===== config.mk =====
export PLATFORM = sky130hd
export DESIGN_NAME = triangle_tangent_unit_top_flat
export DESIGN_NICKNAME = d
export VERILOG_FILES = /design/src/rtl/ttu_pkg.sv /design/src/rtl/ttu_ifs.sv /design/src/rtl/ttu_mul.sv /design/src/rtl/ttu_dp.sv /design/src/rtl/ttu_ctrl.sv /design/src/rtl/triangle_tangent_unit_top.sv /design/src/flat_wrapper.sv
export SDC_FILE = /design/constraint.sdc
export NUM_CORES = 2
export LEC_CHECK = 0
export ABC_AREA = 1
export BUFFER_PORTS_ARGS = -buffer_cell sky130_fd_sc_hd__buf_2
export CORE_MARGIN = 2
export CORE_UTILIZATION = 58
export CTS_BUF_LIST = sky130_fd_sc_hd__clkbuf_16
export DETAILED_ROUTE_END_ITERATION = 8
export PLACE_DENSITY_LB_ADDON = 0.15
export SLEW_MARGIN = 20
export SYNTH_ARGS = -nofsm -noshare
export SYNTH_HDL_FRONTEND = slang
export SYNTH_HIERARCHICAL = 1
export SYNTH_SLANG_ARGS = --single-unit

===== constraint.sdc =====
create_clock -name clk -period 12.4 [get_ports clk]
set_clock_uncertainty 0.05 [all_clocks]
set_input_delay 1.86 -clock clk [delete_from_list [all_inputs] [get_ports clk]]
set_output_delay 1.86 -clock clk [all_outputs]
set_load 0.05 [all_outputs]

===== src/rtl/ttu_pkg.sv =====
// ----------------------------------------------------------------------------
// ttu_pkg
// shared types and constants of the triangle tangent unit
// ----------------------------------------------------------------------------
package ttu_pkg;

	localparam int NORM_TOP = 31;
	localparam int SQ_W     = 64;
	localparam int ROOT_W   = 32;

	localparam logic [1:0] CORNER_FIRST  = 2'd0;
	localparam logic [1:0] CORNER_SECOND = 2'd1;
	localparam logic [1:0] CORNER_THIRD  = 2'd2;

	localparam logic [2:0] STEP_FIRST     = 3'd0;
	localparam logic [2:0] STEP_SIGN      = 3'd1;
	localparam logic [2:0] STEP_LAST_PROD = 3'd7;
	localparam logic [2:0] STEP_LAST_AXIS = 3'd2;

	typedef enum logic [9:0] {
		S_IN     = 10'b0000000001,
		S_MUL    = 10'b0000000010,
		S_MWAIT  = 10'b0000000100,
		S_NORM   = 10'b0000001000,
		S_SQ     = 10'b0000010000,
		S_SQWAIT = 10'b0000100000,
		S_ROOT   = 10'b0001000000,
		S_DIVI   = 10'b0010000000,
		S_DIV    = 10'b0100000000,
		S_DONE   = 10'b1000000000
	} state_t;

	typedef struct packed {
		logic       load;
		logic [1:0] slot;
		logic [2:0] step;
		logic       mul_start;
		logic       sq;
		logic       mul_acc;
		logic       sq_acc;
		logic       norm_shift;
		logic       root_init;
		logic       root_step;
		logic       div_init;
		logic       div_step;
		logic       div_store;
		logic       out_load;
		logic       deg;
	} cmd_t;

	typedef struct packed {
		logic mul_busy;
		logic mul_done;
		logic nz;
		logic top;
	} sts_t;

endpackage


===== src/rtl/ttu_ifs.sv =====
// ----------------------------------------------------------------------------
// ttu channel interfaces
// vertex input channel and tangent result channel, valid/ready
// ----------------------------------------------------------------------------
interface ttu_vtx_if #(parameter int COORD_BITS = 32);
	logic                         valid;
	logic                         ready;
	logic signed [COORD_BITS-1:0] pos_x;
	logic signed [COORD_BITS-1:0] pos_y;
	logic signed [COORD_BITS-1:0] pos_z;
	logic signed [COORD_BITS-1:0] tex_u;
	logic signed [COORD_BITS-1:0] tex_v;
	modport source (output valid, pos_x, pos_y, pos_z, tex_u, tex_v, input ready);
	modport sink (input valid, pos_x, pos_y, pos_z, tex_u, tex_v, output ready);
endinterface

interface ttu_tan_if #(parameter int TANGENT_BITS = 16);
	logic                           valid;
	logic                           ready;
	logic signed [TANGENT_BITS-1:0] tangent_x;
	logic signed [TANGENT_BITS-1:0] tangent_y;
	logic signed [TANGENT_BITS-1:0] tangent_z;
	logic                           degenerate;
	modport source (output valid, tangent_x, tangent_y, tangent_z, degenerate, input ready);
	modport sink (input valid, tangent_x, tangent_y, tangent_z, degenerate, output ready);
endinterface


===== src/rtl/ttu_mul.sv =====
// ----------------------------------------------------------------------------
// ttu_mul
// unsigned shift-add multiplier, one multiplier bit per cycle
// ----------------------------------------------------------------------------
module ttu_mul #(
	parameter int W = 33
) (
	input  logic           clk,
	input  logic           arst_n,
	input  logic           start,
	input  logic [W-1:0]   a,
	input  logic [W-1:0]   b,
	output logic           busy,
	output logic           done,
	output logic [2*W-1:0] p
);
	localparam int CW = $clog2(W);

	logic [W-1:0]   a_q;
	logic [2*W-1:0] p_q;
	logic [CW-1:0]  cnt_q;
	logic           busy_q;
	logic           done_q;
	logic [W:0]     sum;

	assign sum = {1'b0, p_q[2*W-1:W]} + (p_q[0] ? {1'b0, a_q} : {(W+1){1'b0}});

	always_ff @(posedge clk or negedge arst_n) begin
		if (!arst_n) begin
			busy_q <= 1'b0;
			done_q <= 1'b0;
			cnt_q  <= '0;
		end else begin
			done_q <= 1'b0;
			if (start) begin
				busy_q <= 1'b1;
				cnt_q  <= '0;
			end else if (busy_q) begin
				cnt_q <= cnt_q + 1'b1;
				if (cnt_q == CW'(W-1)) begin
					busy_q <= 1'b0;
					done_q <= 1'b1;
				end
			end
		end
	end

	always_ff @(posedge clk) begin
		if (start) begin
			a_q <= a;
			p_q <= {{W{1'b0}}, b};
		end else if (busy_q) begin
			p_q <= {sum, p_q[W-1:1]};
		end
	end

	assign busy = busy_q;
	assign done = done_q;
	assign p    = p_q;

endmodule


===== src/rtl/ttu_dp.sv =====
// ----------------------------------------------------------------------------
// ttu_dp
// corner store, product accumulation, normalize, root, divide, result register
// ----------------------------------------------------------------------------
module ttu_dp #(
	parameter int CB = 32,
	parameter int TB = 16,
	parameter int MB = 33
) (
	input  logic                 clk,
	input  logic                 arst_n,
	input  ttu_pkg::cmd_t        cmd,
	output ttu_pkg::sts_t        sts,
	input  logic signed [CB-1:0] pos_x,
	input  logic signed [CB-1:0] pos_y,
	input  logic signed [CB-1:0] pos_z,
	input  logic signed [CB-1:0] tex_u,
	input  logic signed [CB-1:0] tex_v,
	output logic signed [TB-1:0] tangent_x,
	output logic signed [TB-1:0] tangent_y,
	output logic signed [TB-1:0] tangent_z,
	output logic                 degenerate
);
	import ttu_pkg::*;

	localparam int DW   = CB + 1;
	localparam int AW   = 2 * MB + 2;
	localparam int MW   = 2 * DW;
	localparam int TF   = TB - 2;
	localparam int NUMW = NORM_TOP + TF + 1;
	localparam int RW   = ROOT_W + 3;
	localparam int DRW  = ROOT_W + 1;

	logic signed [CB-1:0] p_q [3][3];
	logic signed [CB-1:0] t_q [3][2];
	logic signed [AW-1:0] acc_q;
	logic                 fneg_q;
	logic [MW-1:0]        mag_q [3];
	logic                 neg_q [3];
	logic [SQ_W-1:0]      sum_q;
	logic [RW-1:0]        rem_q;
	logic [ROOT_W-1:0]    root_q;
	logic [NUMW-1:0]      nq_q;
	logic [DRW-1:0]       drem_q;
	logic signed [TB-1:0] tan_q [3];
	logic signed [TB-1:0] out_x_q, out_y_q, out_z_q;
	logic                 out_deg_q;

	logic signed [DW-1:0] e1 [3];
	logic signed [DW-1:0] e2 [3];
	logic signed [DW-1:0] du1, dv1, du2, dv2;
	logic signed [DW-1:0] op_a, op_b;
	logic [DW-1:0]        abs_a, abs_b;
	logic [NORM_TOP-1:0]  sq_op;
	logic                 sel_neg;
	logic [MB-1:0]        mul_a, mul_b;
	logic [2*MB-1:0]      mul_p;
	logic                 mul_busy, mul_done;
	logic signed [AW-1:0] sp, accn, dk;
	logic [AW-1:0]        dk_abs;
	logic [1:0]           axis;
	logic [RW-1:0]        r2, trial;
	logic [DRW-1:0]       d2;
	logic                 d_ge;
	logic [NUMW-1:0]      num;
	logic [TF:0]          quo;

	ttu_mul #(.W(MB)) u_mul (
		.clk   (clk),
		.arst_n(arst_n),
		.start (cmd.mul_start),
		.a     (mul_a),
		.b     (mul_b),
		.busy  (mul_busy),
		.done  (mul_done),
		.p     (mul_p)
	);

	always_comb begin
		for (int k = 0; k < 3; k++) begin
			e1[k] = DW'(p_q[1][k]) - DW'(p_q[0][k]);
			e2[k] = DW'(p_q[2][k]) - DW'(p_q[0][k]);
		end
		du1 = DW'(t_q[1][0]) - DW'(t_q[0][0]);
		dv1 = DW'(t_q[1][1]) - DW'(t_q[0][1]);
		du2 = DW'(t_q[2][0]) - DW'(t_q[0][0]);
		dv2 = DW'(t_q[2][1]) - DW'(t_q[0][1]);
	end

	always_comb begin
		case (cmd.step)
			3'd0:    begin op_a = du1; op_b = dv2;   end
			3'd1:    begin op_a = du2; op_b = dv1;   end
			3'd2:    begin op_a = dv2; op_b = e1[0]; end
			3'd3:    begin op_a = dv1; op_b = e2[0]; end
			3'd4:    begin op_a = dv2; op_b = e1[1]; end
			3'd5:    begin op_a = dv1; op_b = e2[1]; end
			3'd6:    begin op_a = dv2; op_b = e1[2]; end
			default: begin op_a = dv1; op_b = e2[2]; end
		endcase
		abs_a = op_a[DW-1] ? DW'(-op_a) : op_a;
		abs_b = op_b[DW-1] ? DW'(-op_b) : op_b;
	end

	always_comb begin
		case (cmd.step)
			3'd0:    begin sq_op = mag_q[0][MW-1 -: NORM_TOP]; sel_neg = neg_q[0]; end
			3'd1:    begin sq_op = mag_q[1][MW-1 -: NORM_TOP]; sel_neg = neg_q[1]; end
			default: begin sq_op = mag_q[2][MW-1 -: NORM_TOP]; sel_neg = neg_q[2]; end
		endcase
	end

	assign mul_a = cmd.sq ? MB'(sq_op) : MB'(abs_a);
	assign mul_b = cmd.sq ? MB'(sq_op) : MB'(abs_b);

	// signed product and the difference it closes
	always_comb begin
		sp     = (op_a[DW-1] ^ op_b[DW-1]) ? -$signed({2'b00, mul_p}) : $signed({2'b00, mul_p});
		accn   = acc_q - sp;
		dk     = fneg_q ? -accn : accn;
		dk_abs = dk[AW-1] ? AW'(-dk) : AW'(dk);
		axis   = cmd.step[2:1] - 2'd1;
	end

	// root: two radicand bits per step
	always_comb begin
		r2    = {rem_q[RW-3:0], sum_q[SQ_W-1 -: 2]};
		trial = RW'({root_q, 2'b01});
	end

	// divide: one quotient bit per step
	always_comb begin
		d2   = {drem_q[DRW-2:0], nq_q[NUMW-1]};
		d_ge = d2 >= {1'b0, root_q};
		num  = (NUMW'(sq_op) << TF) + NUMW'(root_q >> 1);
		quo  = nq_q[TF:0];
	end

	always_ff @(posedge clk) begin
		if (cmd.load) begin
			case (cmd.slot)
				CORNER_FIRST: begin
					p_q[0] <= '{pos_x, pos_y, pos_z};
					t_q[0] <= '{tex_u, tex_v};
				end
				CORNER_SECOND: begin
					p_q[1] <= '{pos_x, pos_y, pos_z};
					t_q[1] <= '{tex_u, tex_v};
				end
				default: begin
					p_q[2] <= '{pos_x, pos_y, pos_z};
					t_q[2] <= '{tex_u, tex_v};
				end
			endcase
		end
		if (cmd.mul_acc) begin
			if (!cmd.step[0]) begin
				acc_q <= sp;
			end else if (cmd.step == STEP_SIGN) begin
				fneg_q <= accn[AW-1];
			end else begin
				neg_q[axis] <= dk[AW-1];
				mag_q[axis] <= dk_abs[MW-1:0];
			end
		end
		if (cmd.norm_shift) begin
			for (int k = 0; k < 3; k++) begin
				mag_q[k] <= {mag_q[k][MW-2:0], 1'b0};
			end
		end
		if (cmd.sq_acc) begin
			sum_q <= ((cmd.step == STEP_FIRST) ? {SQ_W{1'b0}} : sum_q) + SQ_W'(mul_p);
		end
		if (cmd.root_init) begin
			rem_q  <= '0;
			root_q <= '0;
		end else if (cmd.root_step) begin
			sum_q <= {sum_q[SQ_W-3:0], 2'b00};
			if (r2 >= trial) begin
				rem_q  <= r2 - trial;
				root_q <= {root_q[ROOT_W-2:0], 1'b1};
			end else begin
				rem_q  <= r2;
				root_q <= {root_q[ROOT_W-2:0], 1'b0};
			end
		end
		if (cmd.div_init) begin
			nq_q   <= num;
			drem_q <= '0;
		end else if (cmd.div_step) begin
			drem_q <= d_ge ? d2 - {1'b0, root_q} : d2;
			nq_q   <= {nq_q[NUMW-2:0], d_ge};
		end
		if (cmd.div_store) begin
			tan_q[cmd.step[1:0]] <= sel_neg ? -TB'(quo) : TB'(quo);
		end
		if (cmd.out_load) begin
			out_x_q   <= cmd.deg ? '0 : tan_q[0];
			out_y_q   <= cmd.deg ? '0 : tan_q[1];
			out_z_q   <= cmd.deg ? '0 : tan_q[2];
			out_deg_q <= cmd.deg;
		end
	end

	assign sts.mul_busy = mul_busy;
	assign sts.mul_done = mul_done;
	assign sts.nz       = |(mag_q[0] | mag_q[1] | mag_q[2]);
	assign sts.top      = mag_q[0][MW-1] | mag_q[1][MW-1] | mag_q[2][MW-1];

	assign tangent_x  = out_x_q;
	assign tangent_y  = out_y_q;
	assign tangent_z  = out_z_q;
	assign degenerate = out_deg_q;

endmodule


===== src/rtl/ttu_ctrl.sv =====
// ----------------------------------------------------------------------------
// ttu_ctrl
// sequencer: corner count, product steps, normalize, root, divide, output beat
// ----------------------------------------------------------------------------
module ttu_ctrl #(
	parameter int TB = 16
) (
	input  logic          clk,
	input  logic          arst_n,
	input  logic          in_valid,
	output logic          in_ready,
	output logic          out_valid,
	input  logic          out_ready,
	output ttu_pkg::cmd_t cmd,
	input  ttu_pkg::sts_t sts
);
	import ttu_pkg::*;

	localparam int NUMW   = NORM_TOP + TB - 1;
	localparam int ITER_N = (NUMW > ROOT_W) ? NUMW : ROOT_W;
	localparam int CNTW   = $clog2(ITER_N);

	state_t            state_q;
	logic [1:0]        cc_q;
	logic [2:0]        step_q;
	logic [CNTW-1:0]   cnt_q;
	logic              deg_q;
	logic              ovalid_q;
	logic              in_fire;

	assign in_ready  = (state_q == S_IN);
	assign in_fire   = in_valid && in_ready;
	assign out_valid = ovalid_q;

	always_comb begin
		cmd      = '0;
		cmd.slot = cc_q;
		cmd.step = step_q;
		cmd.deg  = deg_q;
		unique case (state_q)
			S_IN:     cmd.load = in_fire;
			S_MUL:    cmd.mul_start = 1'b1;
			S_MWAIT:  cmd.mul_acc = sts.mul_done;
			S_NORM:   cmd.norm_shift = sts.nz && !sts.top;
			S_SQ: begin
				cmd.sq        = 1'b1;
				cmd.mul_start = 1'b1;
			end
			S_SQWAIT: begin
				cmd.sq        = 1'b1;
				cmd.sq_acc    = sts.mul_done;
				cmd.root_init = sts.mul_done && (step_q == STEP_LAST_AXIS);
			end
			S_ROOT:   cmd.root_step = 1'b1;
			S_DIVI: begin
				cmd.div_init  = 1'b1;
				cmd.div_store = (cnt_q != '0);
			end
			S_DIV:    cmd.div_step = 1'b1;
			// divide results land in the done state while the count is still nonzero
			S_DONE: begin
				cmd.div_store = (cnt_q != '0);
				cmd.out_load  = (cnt_q == '0) && (!ovalid_q || out_ready);
			end
			default:  cmd.load = 1'b0;
		endcase
	end

	always_ff @(posedge clk or negedge arst_n) begin
		if (!arst_n) begin
			state_q  <= S_IN;
			cc_q     <= CORNER_FIRST;
			step_q   <= '0;
			cnt_q    <= '0;
			deg_q    <= 1'b0;
			ovalid_q <= 1'b0;
		end else begin
			if (cmd.out_load) begin
				ovalid_q <= 1'b1;
			end else if (out_valid && out_ready) begin
				ovalid_q <= 1'b0;
			end
			unique case (state_q)
				S_IN: begin
					if (in_fire) begin
						if (cc_q == CORNER_THIRD) begin
							cc_q    <= CORNER_FIRST;
							step_q  <= STEP_FIRST;
							state_q <= S_MUL;
						end else begin
							cc_q <= cc_q + 2'd1;
						end
					end
				end
				S_MUL: state_q <= S_MWAIT;
				S_MWAIT: begin
					if (sts.mul_done) begin
						if (step_q == STEP_LAST_PROD) begin
							state_q <= S_NORM;
						end else begin
							step_q  <= step_q + 3'd1;
							state_q <= S_MUL;
						end
					end
				end
				S_NORM: begin
					if (!sts.nz) begin
						deg_q   <= 1'b1;
						state_q <= S_DONE;
					end else if (sts.top) begin
						deg_q   <= 1'b0;
						step_q  <= STEP_FIRST;
						state_q <= S_SQ;
					end
				end
				S_SQ: state_q <= S_SQWAIT;
				S_SQWAIT: begin
					if (sts.mul_done) begin
						if (step_q == STEP_LAST_AXIS) begin
							cnt_q   <= '0;
							state_q <= S_ROOT;
						end else begin
							step_q  <= step_q + 3'd1;
							state_q <= S_SQ;
						end
					end
				end
				S_ROOT: begin
					if (cnt_q == CNTW'(ROOT_W-1)) begin
						cnt_q   <= '0;
						step_q  <= STEP_FIRST;
						state_q <= S_DIVI;
					end else begin
						cnt_q <= cnt_q + 1'b1;
					end
				end
				S_DIVI: begin
					cnt_q   <= '0;
					state_q <= S_DIV;
				end
				S_DIV: begin
					cnt_q <= cnt_q + 1'b1;
					if (cnt_q == CNTW'(NUMW-1)) begin
						state_q <= S_DONE;
					end
				end
				S_DONE: begin
					if (cnt_q != '0) begin
						// quotient of the current axis is stored on leaving the divide
						cnt_q <= '0;
						if (step_q != STEP_LAST_AXIS) begin
							step_q  <= step_q + 3'd1;
							state_q <= S_DIVI;
						end
					end else if (!ovalid_q || out_ready) begin
						state_q <= S_IN;
					end
				end
				default: state_q <= S_IN;
			endcase
		end
	end

	a_mul_idle: assert property (@(posedge clk) disable iff (!arst_n)
		cmd.mul_start |-> !sts.mul_busy)
		else $error("multiplier started while busy");

	a_third_starts: assert property (@(posedge clk) disable iff (!arst_n)
		(in_fire && cc_q == CORNER_THIRD) |=> (state_q == S_MUL))
		else $error("third corner did not start the triangle");

	a_zero_deg: assert property (@(posedge clk) disable iff (!arst_n)
		(state_q == S_NORM && !sts.nz) |=> (state_q == S_DONE && deg_q))
		else $error("zero direction not flagged");

	a_out_free: assert property (@(posedge clk) disable iff (!arst_n)
		cmd.out_load |-> (!ovalid_q || out_ready))
		else $error("result register overwritten");

endmodule


===== src/rtl/triangle_tangent_unit_top.sv =====
// ----------------------------------------------------------------------------
// triangle_tangent_unit_top
// per-triangle unit tangent from a stream of unindexed vertices
// ----------------------------------------------------------------------------
// vtx: one vertex per beat (position and texture coordinate, signed fixed point)
// tan: one beat per triangle, the unit tangent in Q2.14 plus a degenerate flag
// the first two vertices of a triangle are stored as they arrive; the third
// starts a sequence on one shift-add multiplier (eight products, then three
// squares), a one-bit-per-cycle normalize shift, a 32-step square root and
// three long divisions of TANGENT_BITS+30 steps each, a zero direction
// ending early after the products
// vtx.ready is low while a triangle is in flight
// the result sits in an output register; while a stalled receiver holds it,
// the next triangle's result waits in the done state with vtx.ready low
// reset clears the corner count, so the next vertex starts a new triangle
// ----------------------------------------------------------------------------
module triangle_tangent_unit_top #(
	parameter int COORD_BITS   = 32,
	parameter int TANGENT_BITS = 16
) (
	input logic        clk,
	input logic        arst_n,
	ttu_vtx_if.sink    vtx,
	ttu_tan_if.source  tan
);
	import ttu_pkg::*;

	localparam int MB = (COORD_BITS + 1 > NORM_TOP) ? COORD_BITS + 1 : NORM_TOP;

	cmd_t cmd;
	sts_t sts;

	ttu_ctrl #(.TB(TANGENT_BITS)) u_ctrl (
		.clk      (clk),
		.arst_n   (arst_n),
		.in_valid (vtx.valid),
		.in_ready (vtx.ready),
		.out_valid(tan.valid),
		.out_ready(tan.ready),
		.cmd      (cmd),
		.sts      (sts)
	);

	ttu_dp #(.CB(COORD_BITS), .TB(TANGENT_BITS), .MB(MB)) u_dp (
		.clk       (clk),
		.arst_n    (arst_n),
		.cmd       (cmd),
		.sts       (sts),
		.pos_x     (vtx.pos_x),
		.pos_y     (vtx.pos_y),
		.pos_z     (vtx.pos_z),
		.tex_u     (vtx.tex_u),
		.tex_v     (vtx.tex_v),
		.tangent_x (tan.tangent_x),
		.tangent_y (tan.tangent_y),
		.tangent_z (tan.tangent_z),
		.degenerate(tan.degenerate)
	);

endmodule


===== src/flat_wrapper.sv =====
// flat-port wrapper written by rule: the top's interface ports become plain ports
module triangle_tangent_unit_top_flat import ttu_pkg::*;
#(
	parameter int COORD_BITS   = 32,
	parameter int TANGENT_BITS = 16
)
  (clk, arst_n, vtx_valid, vtx_pos_x, vtx_pos_y, vtx_pos_z, vtx_tex_u, vtx_tex_v, vtx_ready, tan_valid, tan_tangent_x, tan_tangent_y, tan_tangent_z, tan_degenerate, tan_ready);
  ttu_vtx_if #(.COORD_BITS(COORD_BITS)) vtx_i ();
  ttu_tan_if #(.TANGENT_BITS(TANGENT_BITS)) tan_i ();
  input logic clk;
  input logic arst_n;
  input wire logic [$bits(vtx_i.valid)-1:0] vtx_valid;
  input wire logic [$bits(vtx_i.pos_x)-1:0] vtx_pos_x;
  input wire logic [$bits(vtx_i.pos_y)-1:0] vtx_pos_y;
  input wire logic [$bits(vtx_i.pos_z)-1:0] vtx_pos_z;
  input wire logic [$bits(vtx_i.tex_u)-1:0] vtx_tex_u;
  input wire logic [$bits(vtx_i.tex_v)-1:0] vtx_tex_v;
  output wire logic [$bits(vtx_i.ready)-1:0] vtx_ready;
  output wire logic [$bits(tan_i.valid)-1:0] tan_valid;
  output wire logic [$bits(tan_i.tangent_x)-1:0] tan_tangent_x;
  output wire logic [$bits(tan_i.tangent_y)-1:0] tan_tangent_y;
  output wire logic [$bits(tan_i.tangent_z)-1:0] tan_tangent_z;
  output wire logic [$bits(tan_i.degenerate)-1:0] tan_degenerate;
  input wire logic [$bits(tan_i.ready)-1:0] tan_ready;
  assign vtx_i.valid = vtx_valid;
  assign vtx_i.pos_x = vtx_pos_x;
  assign vtx_i.pos_y = vtx_pos_y;
  assign vtx_i.pos_z = vtx_pos_z;
  assign vtx_i.tex_u = vtx_tex_u;
  assign vtx_i.tex_v = vtx_tex_v;
  assign vtx_ready = vtx_i.ready;
  assign tan_valid = tan_i.valid;
  assign tan_tangent_x = tan_i.tangent_x;
  assign tan_tangent_y = tan_i.tangent_y;
  assign tan_tangent_z = tan_i.tangent_z;
  assign tan_degenerate = tan_i.degenerate;
  assign tan_i.ready = tan_ready;
  triangle_tangent_unit_top #(.COORD_BITS(COORD_BITS), .TANGENT_BITS(TANGENT_BITS)) u_core (.clk(clk), .arst_n(arst_n), .vtx(vtx_i), .tan(tan_i));
endmodule

# == Word-level counts from Yosys, hierarchy flattened ==
# Memories as Yosys holds them, arrays and structs flattened. A register that Yosys moved wholly into a read port is not among the register bits.
# Index checks and enable logic that the tools add are counted.
# op_classes
n_addsub,27
magnitude_cmp,2
eq_ne,40
n_mux,112
bitwise,7
reduce_logical,36
# op_table
cell,count
64-bit two-way mux,6
32-bit by 32-bit subtractor with 33-bit output,10
33-bit one-hot mux with 7 select lines,1
33-bit two-way mux,6
96-bit two-way mux,2
96-bit OR reduction,2
68-bit two-way mux,2
66-bit two-way mux,2
66-bit OR,2
66-bit OR reduction,2
64-bit OR reduction,2
10-bit two-way mux,11
10-bit one-hot mux with 10 select lines,1
33-bit one-hot mux with 3 select lines,1
46-bit two-way mux,2
66-bit negation with 68-bit output,1
68-bit negation,1
68-bit subtractor,1
33-bit negation,2
66-bit negation,1
64-bit adder,1
32-bit two-way mux,2
31-bit one-hot mux with 2 select lines,1
45-bit by 31-bit adder with 46-bit output,1
other kinds (61),161
# totals
reg_bits,407
mem_bits_rw,729
inputBits,164
out_inout_bits,51
word_cells,251
memories,5
# memory_table
name,depth,width,read_ports,rd_clocked_by_memory_dff,wr,line_no,text
u_core.u_dp.p_q,3,96,3,0,1,ttu_dp.sv:34,logic signed [CB-1:0] p_q [3][3];
u_core.u_dp.mag_q,3,66,3,0,3,ttu_dp.sv:38,logic [MW-1:0] mag_q [3];
u_core.u_dp.t_q,3,64,3,0,1,ttu_dp.sv:35,logic signed [CB-1:0] t_q [3][2];
u_core.u_dp.tan_q,3,16,3,3,1,ttu_dp.sv:45,logic signed [TB-1:0] tan_q [3];
u_core.u_dp.neg_q,3,1,3,0,1,ttu_dp.sv:39,logic neg_q [3];

# == Longest topological paths before layout ==
# depth
depth_word,11
depth_mapped,68

# == Modules after synthesis ==
# The synthesis kept the hierarchy.
# modules_own_cells
mod,n_inst,cells_per_inst,area_per_inst_um2,seq_area_each_um2
ttu_dp,1,10094,74549.0,30008.8
ttu_mul,1,957,6643.9,2842.7
ttu_ctrl,1,283,1870.5,576.8

# == Worst setup path after synthesis ==
# OpenSTA, ideal clock, no wires.
# synth_timing
path_kind,input to register
startpoint,in vtx_valid
endpoint,"mem u_core/u_dp/p_q[0][0] (netlist bit), enable pin"
arrival_time_ps,13544
required_time_ps,11443
slack_ps,-2101
cell_stages,3
n_path_buf,0
path_cell_list,nand2_1 inv_1 nor3b_1
# synth_rtl
element,line_no,text
"start, declared",flat_wrapper.sv:12,input wire logic [$bits(vtx_i.valid)-1:0] vtx_valid;
"end, declared",ttu_dp.sv:34,

==> reports/qor.yml <==
timing:
  hold_slack_ns: 0.433
  hold_viol_final: 0
  relSlewSlack_pct: 17.5
  drv_slew: 0
  tightest_slew_ns: 1.24
  post-route-min-period_ns: 10.80
  setup_tns_ns: 0
  timing.final.crit_share_pct: 87.1
  setup-violations-final: 0
  rsz0062_at_grt: "no"
  clock.fmax_mhz: 92.6
die:
  start_util_pct: 58.6
  num_io_pins: 215
  die-area_sq_um: 146000
  die_h_microns: 382
  die_x_microns: 382
  design.core.area_sq_um: 142000
  num_rows: 138
logic_synthesis:
  synthCells: 11333
  synth.avg_cell_area_sq_um: 7.33
  synth_nets: 11921
  syn_area_sq_um: 83100
  yosysWarnings: 6
finish:
  drive_gt1_share_pct: 7.71
  instances_no_fill: 13526
  nNetsFinal: 12093
  stdcell_area_sq_um: 90800
  layout_common_cells: "nand2_1 (3506), inv_1 (1592), nor2_1 (996)"
  area_delta_synth_final_pct: 9.34
  layout_commonest_cell: "nand2_1"
worst_setup_path:
  reg2reg_slack_ns: 1.60
  r2r-start: "u_core/u_ctrl/step_q[0]"
  path_common_cell: "nand2_1"
  arrival_ns: 11.23
  critical_path.endpoint: "u_core/u_dp/mag_q[0][6]"
  worstPathMaxFanout: 64
  r2r_cells: 49
  crit_start: "u_core/u_ctrl/step_q[0]"
  slowest_stage: "dfrtp_1"
  endpoint_kind: "flop"
  crit_type: "flop to flop"
  cp-start-kind: "flop"
  worstPathRequired_ns: 12.82
  slowest_delay_ns: 0.58
  r2r_end: "u_core/u_dp/mag_q[0][6]"
global_routing:
  grtUsageTotal_pct: 37.1
  grt_max_degree: 160
  grt_pass1_wl_mm: 421
  grt_pass1_vias: 73067
  antenna_found_initial: 36
  grt-ovfl-total: 0
placement:
  place.gp.congestion: 1.02
  dp_cells: 13257
  postPlaceCellArea_sq_um: 86200
  port_buffers: 214
  dpl.hpwl_mm: 214
power_and_ir_drop:
  leakagePower_nw: 42.7
  powerDensity_nw_per_um2: 301
  vdd_ir_drop_max_mv: 0.276
clock_tree:
  cts_num_sinks: 1184
  cts.clk_slew.worst_paths_ns: 0.06
  post_cts_buffers: 0
  cts_resized: 0
  cts_buffers: 135
  cts_hold_buf: 0
  cts_tree: "done"
  h-tree-depth: 4
  cts_root_buffer: "clkbuf_16"
  insertion_delay_ns: 0.79
  ctsLongestPathBuffers: 3
detailed_routing:
  first_iter_violations: 8844
  post-route-drc-count: 0
  wire_per_inst_microns: 20.5
  wl_mm: 277
  vias: 77929
  avgViaCountPerCell: 5.76
  ant_nets: 0
  first_pass_iters: 6
hold_path:
  min_path_type: "flop to flop"
flow_run:
  cap_viol_max_count: 0
status:
  outcome: "finished clean"
critical path: cells and delay by family (launching register included):
kind,cells,cell delay [ns]
XOR/XNOR,2,0.48
flip-flops,1,0.58
adder cells (fa/ha/maj),2,0.80
buffers and inverters,9,1.93
AO/OA/AOI/OAI,3,0.63
AND/OR/NAND/NOR,33,5.89
state kept, by name (all words and copies together), names as in the netlist, 6 cells and up:
signal and cells:
u_core/u_dp/rem_q 33, u_core/u_dp/tangent_z 16, u_core/u_dp/acc_q 68, u_core/u_dp/drem_q 32, u_core/u_dp/t_q 192, u_core/u_dp/tangent_y 16, u_core/u_dp/tangent_x 16, u_core/u_dp/mag_q 198
u_core/u_dp/u_mul/cnt_q 6, u_core/u_dp/root_q 32, u_core/u_dp/u_mul/a_q 33, u_core/u_dp/tan_q 48, u_core/u_dp/sum_q 64, u_core/u_ctrl/cnt_q 6, u_core/u_dp/u_mul/p 66, u_core/u_dp/p_q 288
u_core/u_ctrl/state_q 10, u_core/u_dp/nq_q 46
stage by stage:
stage / utilization, % / worst slack (ns) / power [mW]
after global placement: 60.8 / 2.20 / 22.6
after detailed placement: 60.8 / 1.99 / 22.9
after CTS: 64.0 / 1.92 / 27.0
after floorplan: - / 2.89 / 17.8
final: 64.1 / 1.60 / 27.4
after global routing: 64.0 / 0.739 / 29.3
layout make-up:
class	instances	area, sq um
fillers	12521	50900
multi-input cells	8233	42400
flip-flops and latches	1184	33400
inverters	1647	6200
clock buffers	135	3380
well taps	1890	2360
repair buffers	304	1790
clock inverters	111	1160
diodes	22	55.1
power by group:
group          switching, mW  total (mW)  internal (mW)
registers              0.587        5.66           5.07
logic                   12.7        17.6           4.92
clock network           1.76        4.08           2.32
routing by layer:
| layer | vias up | global-route usage, % | routed length, microns |
|---|---|---|---|
| li1 | 37646 | - | - |
| met1 | 36241 | 49.1 | 114000 |
| met4 | 36 | 15.2 | 12800 |
| met5 | - | 0 | 253 |
| met2 | 3415 | 59.8 | 125000 |
| met3 | 591 | 7.13 | 25200 |
worst min path at each step:
| stage | cells past startpoint | from | end | slack (ns) |
|---|---|---|---|---|
| 5_1_grt | 2 | u_core/u_dp/sum_q[3] | u_core/u_dp/sum_q[5] | 0.46 |
| 4_1_cts | 2 | u_core/u_dp/sum_q[1] | u_core/u_dp/sum_q[1] | 0.43 |
| 6_report | 2 | u_core/u_dp/sum_q[1] | u_core/u_dp/sum_q[1] | 0.43 |
| 3_5_place_dp | 2 | u_core/u_dp/sum_q[1] | u_core/u_dp/sum_q[1] | 0.42 |
| 2_1_floorplan | 2 | u_core/u_dp/sum_q[1] | u_core/u_dp/sum_q[1] | 0.40 |
| 3_3_place_gp | 2 | u_core/u_dp/sum_q[0] | u_core/u_dp/sum_q[2] | 0.41 |
Power figures use the tool's default switching activity.
